<file path="config.mk">
export PLATFORM = sky130hd
export DESIGN_NAME = lca_cfg
export DESIGN_NICKNAME = d
export VERILOG_FILES = /design/src/lca_pkg.sv /design/src/lca_cfg.sv
export SDC_FILE = /design/constraint.sdc
export NUM_CORES = 1
export LEC_CHECK = 0
export ABC_AREA = 1
export BUFFER_PORTS_ARGS = -buffer_cell sky130_fd_sc_hd__buf_2
export CORE_MARGIN = 2
export CORE_UTILIZATION = 40
export DETAILED_ROUTE_END_ITERATION = 12
export GPL_ROUTABILITY_DRIVEN = 0
export PLACE_DENSITY = 0.86
export SLEW_MARGIN = 20
export SYNTH_ARGS = -nofsm -noshare
export SYNTH_HDL_FRONTEND = slang
export SYNTH_SLANG_ARGS = --single-unit
</file>
<file path="constraint.sdc">
create_clock -name clk -period 0.9 [get_ports clk]
set_clock_uncertainty 0.15 [all_clocks]
set_input_delay 0.09 -clock clk [delete_from_list [all_inputs] [get_ports clk]]
set_output_delay 0.09 -clock clk [all_outputs]
set_load 0.005 [all_outputs]
</file>
<file path="src/lca_pkg.sv">
// Shared constants, codes and types for the link cluster accumulator.
// No dependencies; every other file of the block refers to this package.
`default_nettype none

package lca_pkg;

    localparam int TABLE_ENTRIES = 1024;
    localparam int IDX_W         = $clog2(TABLE_ENTRIES);
    localparam int CNT_W         = IDX_W + 1;

    localparam int PIECE_W       = 16;
    localparam int COORD_W       = 31;
    localparam int LIB_W         = 3;
    localparam int WEIGHT_W      = 16;
    localparam int ENTRY_INDEX_W = 10;

    localparam int ADDR_W        = 3;
    localparam int DATA_W        = 32;

    localparam logic [WEIGHT_W-1:0] WEIGHT_MAX   = '1;
    localparam logic [COORD_W-1:0]  DIST_RESET   = 31'd1000;
    localparam logic [LIB_W-1:0]    LIB_RESET    = 3'd0;

    // register index, taken from paddr[2]
    localparam logic REG_DISTANCE = 1'b0;
    localparam logic REG_LIBRARY  = 1'b1;

    typedef struct packed {
        logic [PIECE_W-1:0] from_piece;
        logic [PIECE_W-1:0] to_piece;
        logic [COORD_W-1:0] first_begin;
        logic [COORD_W-1:0] first_end;
        logic [COORD_W-1:0] second_begin;
        logic [COORD_W-1:0] second_end;
    } lca_item_t;

    typedef struct packed {
        logic [PIECE_W-1:0]  from_piece;
        logic [PIECE_W-1:0]  to_piece;
        logic [LIB_W-1:0]    lib_tag;
        logic [WEIGHT_W-1:0] weight;
        logic [COORD_W-1:0]  first_begin;
        logic [COORD_W-1:0]  first_end;
        logic [COORD_W-1:0]  second_begin;
        logic [COORD_W-1:0]  second_end;
    } lca_row_t;

    typedef struct packed {
        logic [ENTRY_INDEX_W-1:0] entry_index;
        logic                     created_new;
        logic [WEIGHT_W-1:0]      entry_weight;
        logic                     table_full;
    } lca_result_t;

    typedef struct packed {
        logic load;
        logic issue;
        logic write_merge;
        logic write_new;
    } lca_cmd_t;

    typedef struct packed {
        logic left;
        logic match;
        logic out_free;
    } lca_stat_t;

endpackage

`default_nettype wire

</file>
<file path="src/lca_cfg.sv">
// APB-style register file: cluster distance and current library.
// Depends on lca_pkg.
`default_nettype none

module lca_cfg (
    input  logic                        clk,
    input  logic                        rst_n,
    input  logic                        psel,
    input  logic                        penable,
    input  logic                        pwrite,
    input  logic [lca_pkg::ADDR_W-1:0]  paddr,
    input  logic [lca_pkg::DATA_W-1:0]  pwdata,
    output logic [lca_pkg::DATA_W-1:0]  prdata,
    output logic                        pready,
    output logic [lca_pkg::COORD_W-1:0] distance,
    output logic [lca_pkg::LIB_W-1:0]   cur_library
);

    logic [lca_pkg::COORD_W-1:0] distance_reg;
    logic [lca_pkg::LIB_W-1:0]   library_reg;
    logic                        wr_en;

    assign pready = 1'b1;
    assign wr_en  = psel && penable && pwrite && pready;

    always_ff @(posedge clk or negedge rst_n)
    begin
        if (!rst_n)
        begin
            distance_reg <= lca_pkg::DIST_RESET;
            library_reg  <= lca_pkg::LIB_RESET;
        end
        else if (wr_en)
        begin
            if (paddr[2] == lca_pkg::REG_DISTANCE)
                distance_reg <= pwdata[lca_pkg::COORD_W-1:0];
            else
                library_reg <= pwdata[lca_pkg::LIB_W-1:0];
        end
    end

    always_comb
    begin
        case (paddr[2])
            lca_pkg::REG_DISTANCE:
                prdata = lca_pkg::DATA_W'(distance_reg);
            lca_pkg::REG_LIBRARY:
                prdata = lca_pkg::DATA_W'(library_reg);
            default:
                prdata = '0;
        endcase
    end

    assign distance    = distance_reg;
    assign cur_library = library_reg;

endmodule

`default_nettype wire

</file>
=== Word level (Yosys, flattened, before mapping) ===
Index checks and enable logic that the tools add are counted.

* Output and inout bits: 67
* Flip-flop bits (word level): 34
* Input port bits: 40

* Bitwise gates (word level): 1
* Reduce and logical (&&, ||, !) cells: 4
* Multiplexer cells: 1

{| class="wikitable"
|+ Operators by type and width
! operator !! number
|-
| one-hot mux 32 bit (2 select lines) || 1
|-
| AND reduction 2 bit || 2
|-
| logical AND 1 bit || 2
|-
| inverter 1 bit || 1
|}

=== Longest topological paths before layout ===
* Depth after elaboration: 3
* Depth in mapped cells: 6
* Gate-level depth less buffers: 4

=== Worst setup path after synthesis ===
Ideal clock, no wire load.

* Path kind: in2reg
* Start: input paddr[2] (netlist name)
* End: register distance_reg (netlist bit distance[0])
* Stages on the path: 6
* Data required time: 0.633 ns
* Arrival: 0.666 ns
* Path slack: -0.033 ns
* Library setup time: 0.117 ns
* Cells stage by stage: buf_4 > inv_4 > nand4_2 > buf_2 > nand2_1 > nand2_1

* Cells in the longest elaborated chain, start to end: 2

{| class="wikitable"
|+ Ends and longest elaborated chain
! element !! RTL line !! source
|-
| start, declared || lca_cfg.sv:11 || <nowiki>input logic [lca_pkg::ADDR_W-1:0] paddr,</nowiki>
|-
| inverter 1 bit || -- ||
|-
| AND reduction 2 bit (no line) || -- ||
|-
| end signal, assigned || lca_cfg.sv:30 || <nowiki>distance_reg <= lca_pkg::DIST_RESET;</nowiki>
|-
| end signal, assigned || lca_cfg.sv:36 || <nowiki>distance_reg <= pwdata[lca_pkg::COORD_W-1:0];</nowiki>
|-
| end, declared || lca_cfg.sv:19 || <nowiki>logic [lca_pkg::COORD_W-1:0] distance_reg;</nowiki>
|}

Every way passes these cells.
A chain may end at the register's enable or synchronous reset.

=== Worst setup path after layout ===
* Start: register distance_reg (netlist bit distance[7])
* End: output prdata[7] (netlist name)

* Cells in the longest elaborated chain, start to end: 1

{| class="wikitable"
|+ Ends and longest elaborated chain
! element !! RTL line !! source
|-
| one-hot mux 32 bit (2 select lines) || lca_cfg.sv:44 || <nowiki>case (paddr[2])</nowiki>
|-
| end, declared || lca_cfg.sv:13 || <nowiki>output logic [lca_pkg::DATA_W-1:0] prdata,</nowiki>
|}

Every way passes these cells. The select of a mux whose other input is x is not followed.

==> qor.yml <==
outcome: "finished, violations left"
violations: "negative setup slack"
postRouteWirelength_mm: 5.19
finalHoldViolations: 0
initial_core_util_pct: 41.7
clk_pin_slew_ps: 70
final.period_utilization_pct: 149
hpwl_mm: 3.11
power_per_cell_area_mw_per_mm2: 1730
most-common-layout-cells: "buf_2, nand2_1, nand3_1"
core_area_mm2: 0.00403
syn2layout_area_growth_pct: 75.2
critical_path_class: "reg2out"
vias: 1958
crit_family: "flip-flops"
synth_cells: 224
cts_buffers: 5
worstReg2RegStart: "distance[8]"
clkLatencyLatePin_ps: 280
crit_start: "distance[7]"
hp-start: "penable"
reg2reg_depth: 4
placed_cells: 371
ys_top_cells_by_area: "dfrtp_1, nand2_1, nand3_1"
post_drt_wl_per_cell_um: 12.2
chipWidth_um: 68.8
max_stage_delay_ps: 560
layout.cells.non_filler: 426
fin_ws_ps: -443
n_antenna_cell: 0
synth_top_area_cell: "dfrtp_1"
yosysWarnings: 0
fin_crit_ps: 1340
antenna_found_initial: 0
p_leak_uw: 0.00170
grt_use_total_pct: 20.6
synth-seq-cells: 34
rsz0062_at_grt: "true"
largest_register_ffs: 31
cts_tree: "done"
gr-total-overflow: 0
clockRootBuffer: "clkbuf_8"
required_ps: 660
crit_fanout: 2
route.detailed.drc: 0
dieArea_mm2: 0.00474
drv_slew: 0
setup_violations: 70
path_depth: 3
grt_max_degree: 35
vias_per_cell: 4.60
yosys.cell_types.count: 15
syn_nets: 264
cts.sink_count: 34
fmax_mhz: 745
crit_chain: "inv_2, nor2_2, buf_2"
clk_path_buf_depth: 2
grt_pass1_vias: 1677
synth_area_per_cell_um2: 7.50
syn_area_mm2: 0.00168
portBuffers: 101
rrSetupSlack_ps: -140
slowest_stage: "dfstp_2"
ir_worst_vdd_v: 0.00113
htreeDepth: 2
drt_iter0_markers: 62
cp-endpoint: "prdata[7]"
drive_gt1_share_pct: 45.2
ys_seq_area_share_pct: 51.1
finalSetupTns_ps: -15440
synth_top_area_share_pct: 41.7
grt_pass1_wl_mm: 7.08
postLayoutCoreUtil_pct: 73.1
dr.pass1.iters: 4
final_common_cell: "buf_2"
ios: 107
rr_endpoint: "distance[8]"
ant_nets: 0
whs_ps: 46.6
endpoint_kind: "output port"
hold_class: "in2reg"
cap_violations: 0
timing.critical_path.buf_inv: 2
arrival_ps: 1100
die_y_um: 68.8
rows: 23
crit_path_start_kind: "flop"
nNetsFinal: 415
## cell usage after synthesis, drive strengths merged
library cell	count
nor2	29
dfrtp	28
dfstp	6
inv	30
nand2	78
buf	15
conb	2
nand3	34
nand4	2
## what timing repair did
item,in CTS,in global routing
gates cloned,0,0
resized for setup,4,35
buffers inserted,6,12
endpoints found under the setup margin,65,75
hold buffers,32,0
pin swaps,8,16
endpoints found under the hold margin,68,0
## kinds of logic after synthesis
kind of cell | synth area share, %
buffers and inverters | 12.9
AND/OR/NAND/NOR | 35.6
flip-flops | 51.1
other | 0.447
## power by group
group	switching (µW)	total (µW)	internal (µW)
Combinational	736	1680	945
Clock	534	1310	772
Sequential	249	2110	1860
Total	1520	5090	3570
## tightest hold or removal path: stages
cell	delay, ps
buf_2	110
nand4_1	130
nand2_1	60
nand2_1	50
## layout make-up
class	count	area, µm²
clock buffers	8	110
repair buffers	159	1140
multi-input cells	145	657
flip-flops and latches	34	858
inverters	30	118
fillers	320	1080
well taps	50	62.6
## per-layer routing
layer  vias up  share of wire (%)  track usage, %
li1        968                  -               -
met3        11                5.5            5.68
met5         -                  0               0
met2        75                 54            38.5
met4         0                2.5            9.07
met1       904                 38            21.4
## through the flow
step | setup slack [ps] | instance area, µm² | power, µW
after detailed placement | -120 | 2290 | 3290
after global routing | -480 | 2940 | 5440
after global placement | -81.3 | 2290 | 3220
after floorplan | 2.59 | 1710 | 2610
final | -443 | 2940 | 5090
after CTS | -406 | 2780 | 4810
## how the worst min path moves through the flow
stage / endpoint / cells past startpoint
finish: cur_library[2] / 4
detailed placement: distance[20] / 2
global placement: distance[25] / 2
global route: cur_library[1] / 4
floorplan: cur_library[0] / 0
CTS: cur_library[2] / 4
Power figures use the tool's default switching activity.
