### src/lca_pkg.sv
// Shared constants, codes and types for the link cluster accumulator.
// No dependencies; every other file of the block refers to this package.
`default_nettype none

package lca_pkg;

    localparam int TABLE_ENTRIES = 1024;
    localparam int IDX_W         = $clog2(TABLE_ENTRIES);
    localparam int CNT_W         = IDX_W + 1;

    localparam int PIECE_W       = 16;
    localparam int COORD_W       = 31;
    localparam int LIB_W         = 3;
    localparam int WEIGHT_W      = 16;
    localparam int ENTRY_INDEX_W = 10;

    localparam int ADDR_W        = 3;
    localparam int DATA_W        = 32;

    localparam logic [WEIGHT_W-1:0] WEIGHT_MAX   = '1;
    localparam logic [COORD_W-1:0]  DIST_RESET   = 31'd1000;
    localparam logic [LIB_W-1:0]    LIB_RESET    = 3'd0;

    // register index, taken from paddr[2]
    localparam logic REG_DISTANCE = 1'b0;
    localparam logic REG_LIBRARY  = 1'b1;

    typedef struct packed {
        logic [PIECE_W-1:0] from_piece;
        logic [PIECE_W-1:0] to_piece;
        logic [COORD_W-1:0] first_begin;
        logic [COORD_W-1:0] first_end;
        logic [COORD_W-1:0] second_begin;
        logic [COORD_W-1:0] second_end;
    } lca_item_t;

    typedef struct packed {
        logic [PIECE_W-1:0]  from_piece;
        logic [PIECE_W-1:0]  to_piece;
        logic [LIB_W-1:0]    lib_tag;
        logic [WEIGHT_W-1:0] weight;
        logic [COORD_W-1:0]  first_begin;
        logic [COORD_W-1:0]  first_end;
        logic [COORD_W-1:0]  second_begin;
        logic [COORD_W-1:0]  second_end;
    } lca_row_t;

    typedef struct packed {
        logic [ENTRY_INDEX_W-1:0] entry_index;
        logic                     created_new;
        logic [WEIGHT_W-1:0]      entry_weight;
        logic                     table_full;
    } lca_result_t;

    typedef struct packed {
        logic load;
        logic issue;
        logic write_merge;
        logic write_new;
    } lca_cmd_t;

    typedef struct packed {
        logic left;
        logic match;
        logic out_free;
    } lca_stat_t;

endpackage

`default_nettype wire

### src/lca_ctrl.sv
// Sequencer: accepts a link, steps the table scan, then merges or appends.
// Depends on lca_pkg for the command and status structs.
`default_nettype none

module lca_ctrl (
    input  logic               clk,
    input  logic               rst_n,
    input  logic               in_valid,
    output logic               in_ready,
    input  lca_pkg::lca_stat_t stat,
    output lca_pkg::lca_cmd_t  cmd
);

    localparam logic [1:0] S_IDLE  = 2'd0;
    localparam logic [1:0] S_SCAN  = 2'd1;
    localparam logic [1:0] S_MERGE = 2'd2;
    localparam logic [1:0] S_NEW   = 2'd3;

    logic [1:0] state_reg;
    logic [1:0] state_next;

    always_ff @(posedge clk or negedge rst_n)
    begin
        if (!rst_n)
            state_reg <= S_IDLE;
        else
            state_reg <= state_next;
    end

    assign in_ready = (state_reg == S_IDLE);

    always_comb
    begin
        state_next = state_reg;
        cmd        = '0;
        case (state_reg)
            S_IDLE:
            begin
                if (in_valid)
                begin
                    cmd.load   = 1'b1;
                    state_next = S_SCAN;
                end
            end
            S_SCAN:
            begin
                // stop issuing once a hit is seen so the hit row stays put
                cmd.issue = stat.left && !stat.match;
                if (stat.match)
                    state_next = S_MERGE;
                else if (!stat.left)
                    state_next = S_NEW;
            end
            S_MERGE:
            begin
                if (stat.out_free)
                begin
                    cmd.write_merge = 1'b1;
                    state_next      = S_IDLE;
                end
            end
            S_NEW:
            begin
                if (stat.out_free)
                begin
                    cmd.write_new = 1'b1;
                    state_next    = S_IDLE;
                end
            end
            default:
                state_next = S_IDLE;
        endcase
    end

endmodule

`default_nettype wire

### config.mk
export PLATFORM = sky130hd
export DESIGN_NAME = lca_ctrl
export DESIGN_NICKNAME = d
export VERILOG_FILES = /design/src/lca_pkg.sv /design/src/lca_ctrl.sv
export SDC_FILE = /design/constraint.sdc
export NUM_CORES = 1
export LEC_CHECK = 0
export CORE_AREA = 2 2 39 41
export DETAILED_ROUTE_END_ITERATION = 6
export DIE_AREA = 0 0 41 43
export DONT_BUFFER_PORTS = 1
export PLACE_DENSITY = 0.3
export SETUP_SLACK_MARGIN = 0.15
export SKIP_CTS_REPAIR_TIMING = 1
export SYNTH_ARGS = -nofsm -noshare
export SYNTH_HDL_FRONTEND = slang
export SYNTH_SLANG_ARGS = --single-unit
### constraint.sdc
create_clock -name clk -period 1.7 [get_ports clk]
set_clock_uncertainty 0.1 [all_clocks]
set_input_delay 0.34 -clock clk [delete_from_list [all_inputs] [get_ports clk]]
set_output_delay 0.34 -clock clk [all_outputs]
set_load 0.005 [all_outputs]
Word level (Yosys, flattened, before mapping). Index checks and enable logic that the tools add are counted.

Register bits after elaboration: 2. Bits of input ports: 6. Word-level logic and storage cells: 23.

Eq/ne operators: 6. Multiplexer cells: 11. Reductions and logical operators: 5.

Operator list (number): $mux W2 (4); $mux W1 (6); $pmux W2 S3 (1); $eq A2 B2 Y1 const B (2); $ne A3 B3 Y1 const B (1); $reduce_and A3 Y1 (1); $eq A2 B1 Y1 const B (1); $logic_not A2 Y1 (1); $ne A2 B1 Y1 const B (1); $ne A2 B2 Y1 const B (1); $reduce_or A2 Y1 (1); $logic_and A1 B1 Y1 (1); $logic_not A1 Y1 (1).

Depth between registers and ports, before layout. Gate-level depths: netlist (run 1).

Word-level depth: 4. Mapped depth: 2.

Worst setup path after synthesis (run 1). No wires, ideal clock.

Path kind: flip-flop to output port. From: register state_reg[0]. To: output cmd[3] in the netlist's numbering. Arrival: 0.698 ns. Required time: 1.260 ns. Setup slack: 0.562 ns. Stages on the path, launching flop included: 2. Cell sequence: dfrtp_1 -> nor3b_1.

RTL lines: start: declaration (RTL line lca_ctrl.sv:19) `logic [1:0] state_reg;`; start signal: assignment (RTL line lca_ctrl.sv:27) `state_reg <= state_next;`; end: declaration (RTL line lca_ctrl.sv:11) `output lca_pkg::lca_cmd_t cmd`.

==> results of run 1 <==
-- worst max-delay path, stage by stage (launching register included) --
cell     delay, ns
dfrtp_1       0.44
inv_1         0.08
and3_2        0.21
-- synth_stat cells --
library cell / number
nor3b_1: 1
dfrtp_1: 2
inv_1: 1
nand2_1: 1
and3_2: 2
nand2b_1: 1
o22ai_1: 1
nor2_1: 2
a21o_1: 1
mux2i_1: 1
nor2b_1: 1
-- through the flow --
stage	cell area, µm²	setup slack, ns	utilization (%)	power [W]
after detailed placement	144	0.417	10.4	0.000184
after floorplan	124	0.562	-	0.000164
after global routing	181	0.231	13.1	0.000332
final	181	0.308	13.1	0.000295
after global placement	144	0.444	10.4	0.000180
after CTS	166	0.173	12.0	0.000296
-- final timing paths --
check | startpoint | end | slack (ns) | depth (start not counted)
min in group asynchronous | rst_n | state_reg[0] | 0.25 | 1
max reg2reg | state_reg[0] | state_reg[0] | 0.70 | 2
max | state_reg[1] | cmd[2] | 0.31 | 2
min reg2reg | state_reg[0] | state_reg[0] | 0.50 | 1
min | stat[0] | state_reg[1] | 0.12 | 1
max in group asynchronous | rst_n | state_reg[1] | 1.13 | 1
-- power breakdown --
| group | internal, W | switching [W] |
|---|---|---|
| sequential | 0.0000700 | 0.0000384 |
| clock | 0.0000779 | 0.0000271 |
| combinational | 0.0000429 | 0.0000390 |
| total | 0.000191 | 0.000105 |
-- logic make-up after synthesis --
| group | after synthesis | share of synthesized area, % |
|---|---|---|
| buffers and inverters | 1 | 3.03 |
| muxes | 1 | 8.08 |
| AOI/OAI and AO/OA | 2 | 11.1 |
| and+or+nand+nor | 8 | 37.4 |
| DFF | 2 | 40.4 |
-- cell usage in the layout (no fill, tap or decap) --
master	Yosys	final
clkbuf_4	0	3
and3_2	2	2
nor2_1	2	2
dfrtp_1	2	2
inv_1	1	1
nor2b_1	1	1
nand2_1	1	1
nor3b_2	0	1
mux2i_1	1	1
a21o_1	1	1
nand2b_1	1	1
o22ai_1	1	1
dlygate4sd3_1	0	1
-- layout make-up --
class                           instances  area share [%]
Clock buffer                            3            12.4
Timing Repair Buffer                    1            5.52
Inverter                                1            2.07
Sequential cell                         2            27.6
Multi-Input combinational cell         11            41.4
Tap cell                               16            11.0
-- metal layers --
| metal | share of wire (%) | GRT usage (%) | vias to the layer above |
|---|---|---|---|
| met5 | 0 | 0 | - |
| met2 | 30 | 3.75 | 12 |
| met3 | 25 | 9.95 | 0 |
| met1 | 45 | 4.52 | 44 |
| li1 | - | - | 57 |
| met4 | 0 | 4.00 | 0 |
==> impl_metrics.env, run 1 <==
export IMPL_finalHoldViolCount=0
export IMPL_synthTopCellsByArea="dfrtp_1, and3_2, mux2i_1"
export IMPL_synth_seq_area_share_pct=40.4
export IMPL_first_pass_iters=4
export IMPL_die_x_um=41
export IMPL_cts_inserted_buffers=3
export IMPL_multi_input_area_um2=75.1
export IMPL_die_area_um2=1760
export IMPL_ir_drop_v=0.000302
export IMPL_cts_buffer_depth=2
export IMPL_cts_root_buf="clkbuf_4"
export IMPL_worstPathMaxFanout=7
export IMPL_postRouteAntennaNets=0
export IMPL_wl_per_cell_um=9.24
export IMPL_ys_seq_elements=2
export IMPL_dpl_cell_count=30
export IMPL_clkSinkCount=2
export IMPL_numPortBuffers=0
export IMPL_cts_tree="done"
export IMPL_hp_class="primary input to flip-flop"
export IMPL_layout_cells_non_filler=34
export IMPL_start_util_pct=8.95
export IMPL_grt_pass1_wl_um=476
export IMPL_power_density_nw_per_um2=1630
export IMPL_outcome="complete, no violations"
export IMPL_initialDrtViolationCount=2
export IMPL_synth_area_leader_cell="dfrtp_1"
export IMPL_synth_nets=20
export IMPL_cp_end_kind="output port"
export IMPL_grt_max_degree=8
export IMPL_clock_latency_ns=0.22
export IMPL_num_nets_final=26
export IMPL_area_growth_pct=46.5
export IMPL_clk_pin_slew_worst_paths_ns=0.03
export IMPL_start_kind="flip-flop"
export IMPL_drc=0
export IMPL_syn_area_um2=124
export IMPL_num_rows=14
export IMPL_tns_ns=0
export IMPL_yosysWarningCount=0
export IMPL_critPathArrivalTime_ns=0.95
export IMPL_fmax_ghz=0.719
export IMPL_antenna_found_initial=0
export IMPL_setup_violations=0
export IMPL_period_share_pct=81.9
export IMPL_rsz0062_at_grt="false"
export IMPL_core_area_um2=1380
export IMPL_grt_total_usage_pct=5.13
export IMPL_netlist_area_leader_share_pct=40.4
export IMPL_finalMaxSlewViolations=0
export IMPL_tightest_slew_ns=0.250
export IMPL_synthCells=14
export IMPL_vias=113
export IMPL_avgSynthCellArea_um2=8.85
export IMPL_min_period_ns=1.39
export IMPL_synth_cell_type_count=11
export IMPL_p_leak_nw=0.0850
export IMPL_critical_path_class="flip-flop to output port"
export IMPL_io_pins=11
export IMPL_diodes=0
export IMPL_seqCellArea_um2=50.0
export IMPL_grt_pass1_vias=112
export IMPL_layout_drive_gt1_share_pct=33.3
export IMPL_largest_reg_flops=2
export IMPL_hold_slack_ns=0.123
export IMPL_gp_congestion=0.483
export IMPL_h_tree_depth=1
export IMPL_fp_dieH_um=43
export IMPL_detail_route_wirelength_um=314
export IMPL_grt_overflow_total=0
export IMPL_n_fill_cell=158
export IMPL_vias_per_cell=3.32
export IMPL_max_cap_viol_count=0
export IMPL_relSlewSlack_pct=83.3
export IMPL_cp_data_required_time_ns=1.26
Power figures use the tool's default switching activity.
==> inputs of run 2 (changes only) <==
Clock period 1.7 ns to 1.1 ns, I/O delays scaled along.
==> impl_metrics.env, run 2 (synthesis results as in run 1) <==
export IMPL_final_common_cell="clkbuf_4"
export IMPL_num_nets_final=29
export IMPL_utilization_pct=18.1
export IMPL_cpPeakStageDelay_ns=0.46
export IMPL_clk_pin_slew_worst_paths_ns=0.03
export IMPL_power_density_nw_per_um2=2640
export IMPL_critical_path_class="flip-flop to output port"
export IMPL_clkSinkCount=2
export IMPL_ff2ff_path_depth=3
export IMPL_grt_pass1_vias=123
export IMPL_fin_ws_ns=-0.165
export IMPL_max_cap_viol_count=0
export IMPL_n_fill_cell=154
export IMPL_grt_total_usage_pct=5.12
export IMPL_cp_data_required_time_ns=0.78
export IMPL_grt_overflow_total=0
export IMPL_critPathArrivalTime_ns=0.95
export IMPL_core_area_um2=1380
export IMPL_cp_num_cells=1
export IMPL_fin_total_pwr_w=0.000662
export IMPL_detail_route_wirelength_um=410
export IMPL_gp_congestion=0.485
export IMPL_grt_pass1_wl_um=469
export IMPL_violations="negative setup slack"
export IMPL_postRouteAntennaNets=0
export IMPL_wl_per_cell_um=11.1
export IMPL_antenna_found_initial=0
export IMPL_tightest_slew_ns=0.213
export IMPL_min_period_ns=1.27
export IMPL_setup_violations=5
export IMPL_p_leak_nw=0.106
export IMPL_vias=138
export IMPL_die_x_um=41
export IMPL_fmax_ghz=0.790
export IMPL_fp_dieH_um=43
export IMPL_first_pass_iters=2
export IMPL_largest_reg_flops=2
export IMPL_start_kind="flip-flop"
export IMPL_layout_drive_gt1_share_pct=71.4
export IMPL_cts_root_buf="clkbuf_4"
export IMPL_finalHoldViolCount=0
export IMPL_start_util_pct=8.95
export IMPL_ir_drop_v=0.000383
export IMPL_post_dp_cell_area_um2=153
export IMPL_tns_ns=-0.651
export IMPL_worstPathMaxFanout=6
export IMPL_clock_latency_ns=0.23
export IMPL_rsz0062_at_grt="true"
export IMPL_cp_num_buf_inv=0
export IMPL_num_rows=14
export IMPL_crit_chain="nor3b_4"
export IMPL_numPortBuffers=0
export IMPL_h_tree_depth=1
export IMPL_relSlewSlack_pct=85.8
export IMPL_drc=0
export IMPL_cp_end_kind="output port"
export IMPL_path_delay_family="flip-flops"
export IMPL_initialDrtViolationCount=4
export IMPL_die_area_um2=1760
export IMPL_period_share_pct=115
export IMPL_cts_buffer_depth=2
export IMPL_hp_class="primary input to flip-flop"
export IMPL_area_growth_pct=102
export IMPL_final_cell_mix="clkbuf_4, dlygate4sd3_1, buf_6, dfrtp_2"
export IMPL_outcome="finished, violations left"
export IMPL_cp_slowest_cell="dfrtp_2"
export IMPL_finalMaxSlewViolations=0
export IMPL_cts_tree="done"
export IMPL_diodes=0
export IMPL_min_path_cells=2
export IMPL_io_pins=11
export IMPL_cts_inserted_buffers=3
export IMPL_grt_max_degree=8
export IMPL_vias_per_cell=3.73
export IMPL_design_area_um2=250
run 2: changes by cell type in the layout (fill, tap and decap cells not counted), moves of 2 or more:
cell,previous run,this run
buf_6,0,2
dfrtp_2,0,2
nor2_1,2,0
dfrtp_1,2,0
run 2: worst paths after layout:
kind	start	to	slack, ns
min in group asynchronous	rst_n	state_reg[0]	0.13
hold reg to reg	state_reg[0]	state_reg[0]	0.50
hold / removal	stat[1]	state_reg[1]	0.10
setup reg to reg	state_reg[1]	state_reg[1]	0.10
setup / recovery	state_reg[1]	cmd[3]	-0.17
max in group asynchronous	rst_n	state_reg[1]	0.64
run 2: final cells by class:
type / count / area [µm²] / area share (%)
Timing Repair Buffer: 4 / 42.5 / 17.0
Clock buffer: 3 / 22.5 / 9.00
Sequential cell: 2 / 52.6 / 21.0
Multi-Input combinational cell: 11 / 109 / 43.5
Tap cell: 16 / 20.0 / 8.00
Inverter: 1 / 3.75 / 1.50
run 2: layer usage:
layer	vias up	part of all wire, %	GRT usage [%]
li1	63	-	-
met1	62	38	3.22
met2	11	43	4.69
met3	2	18	7.33
met4	0	0.98	8.00
met5	-	0	0
run 2: power breakdown:
| part | switching (W) | internal [W] |
|---|---|---|
| Sequential | 0.0000854 | 0.000115 |
| Clock | 0.0000423 | 0.000120 |
| Combinational | 0.000115 | 0.000183 |
run 2: metrics by stage:
stage	hold slack [ns]	std cells	worst slack (ns)
floorplan	-0.176	14	0.110
global placement	-0.175	30	0.0635
detailed placement	-0.175	30	0.0387
CTS	-0.420	33	-0.211
global route	0.124	37	-0.208
finish	0.104	37	-0.165
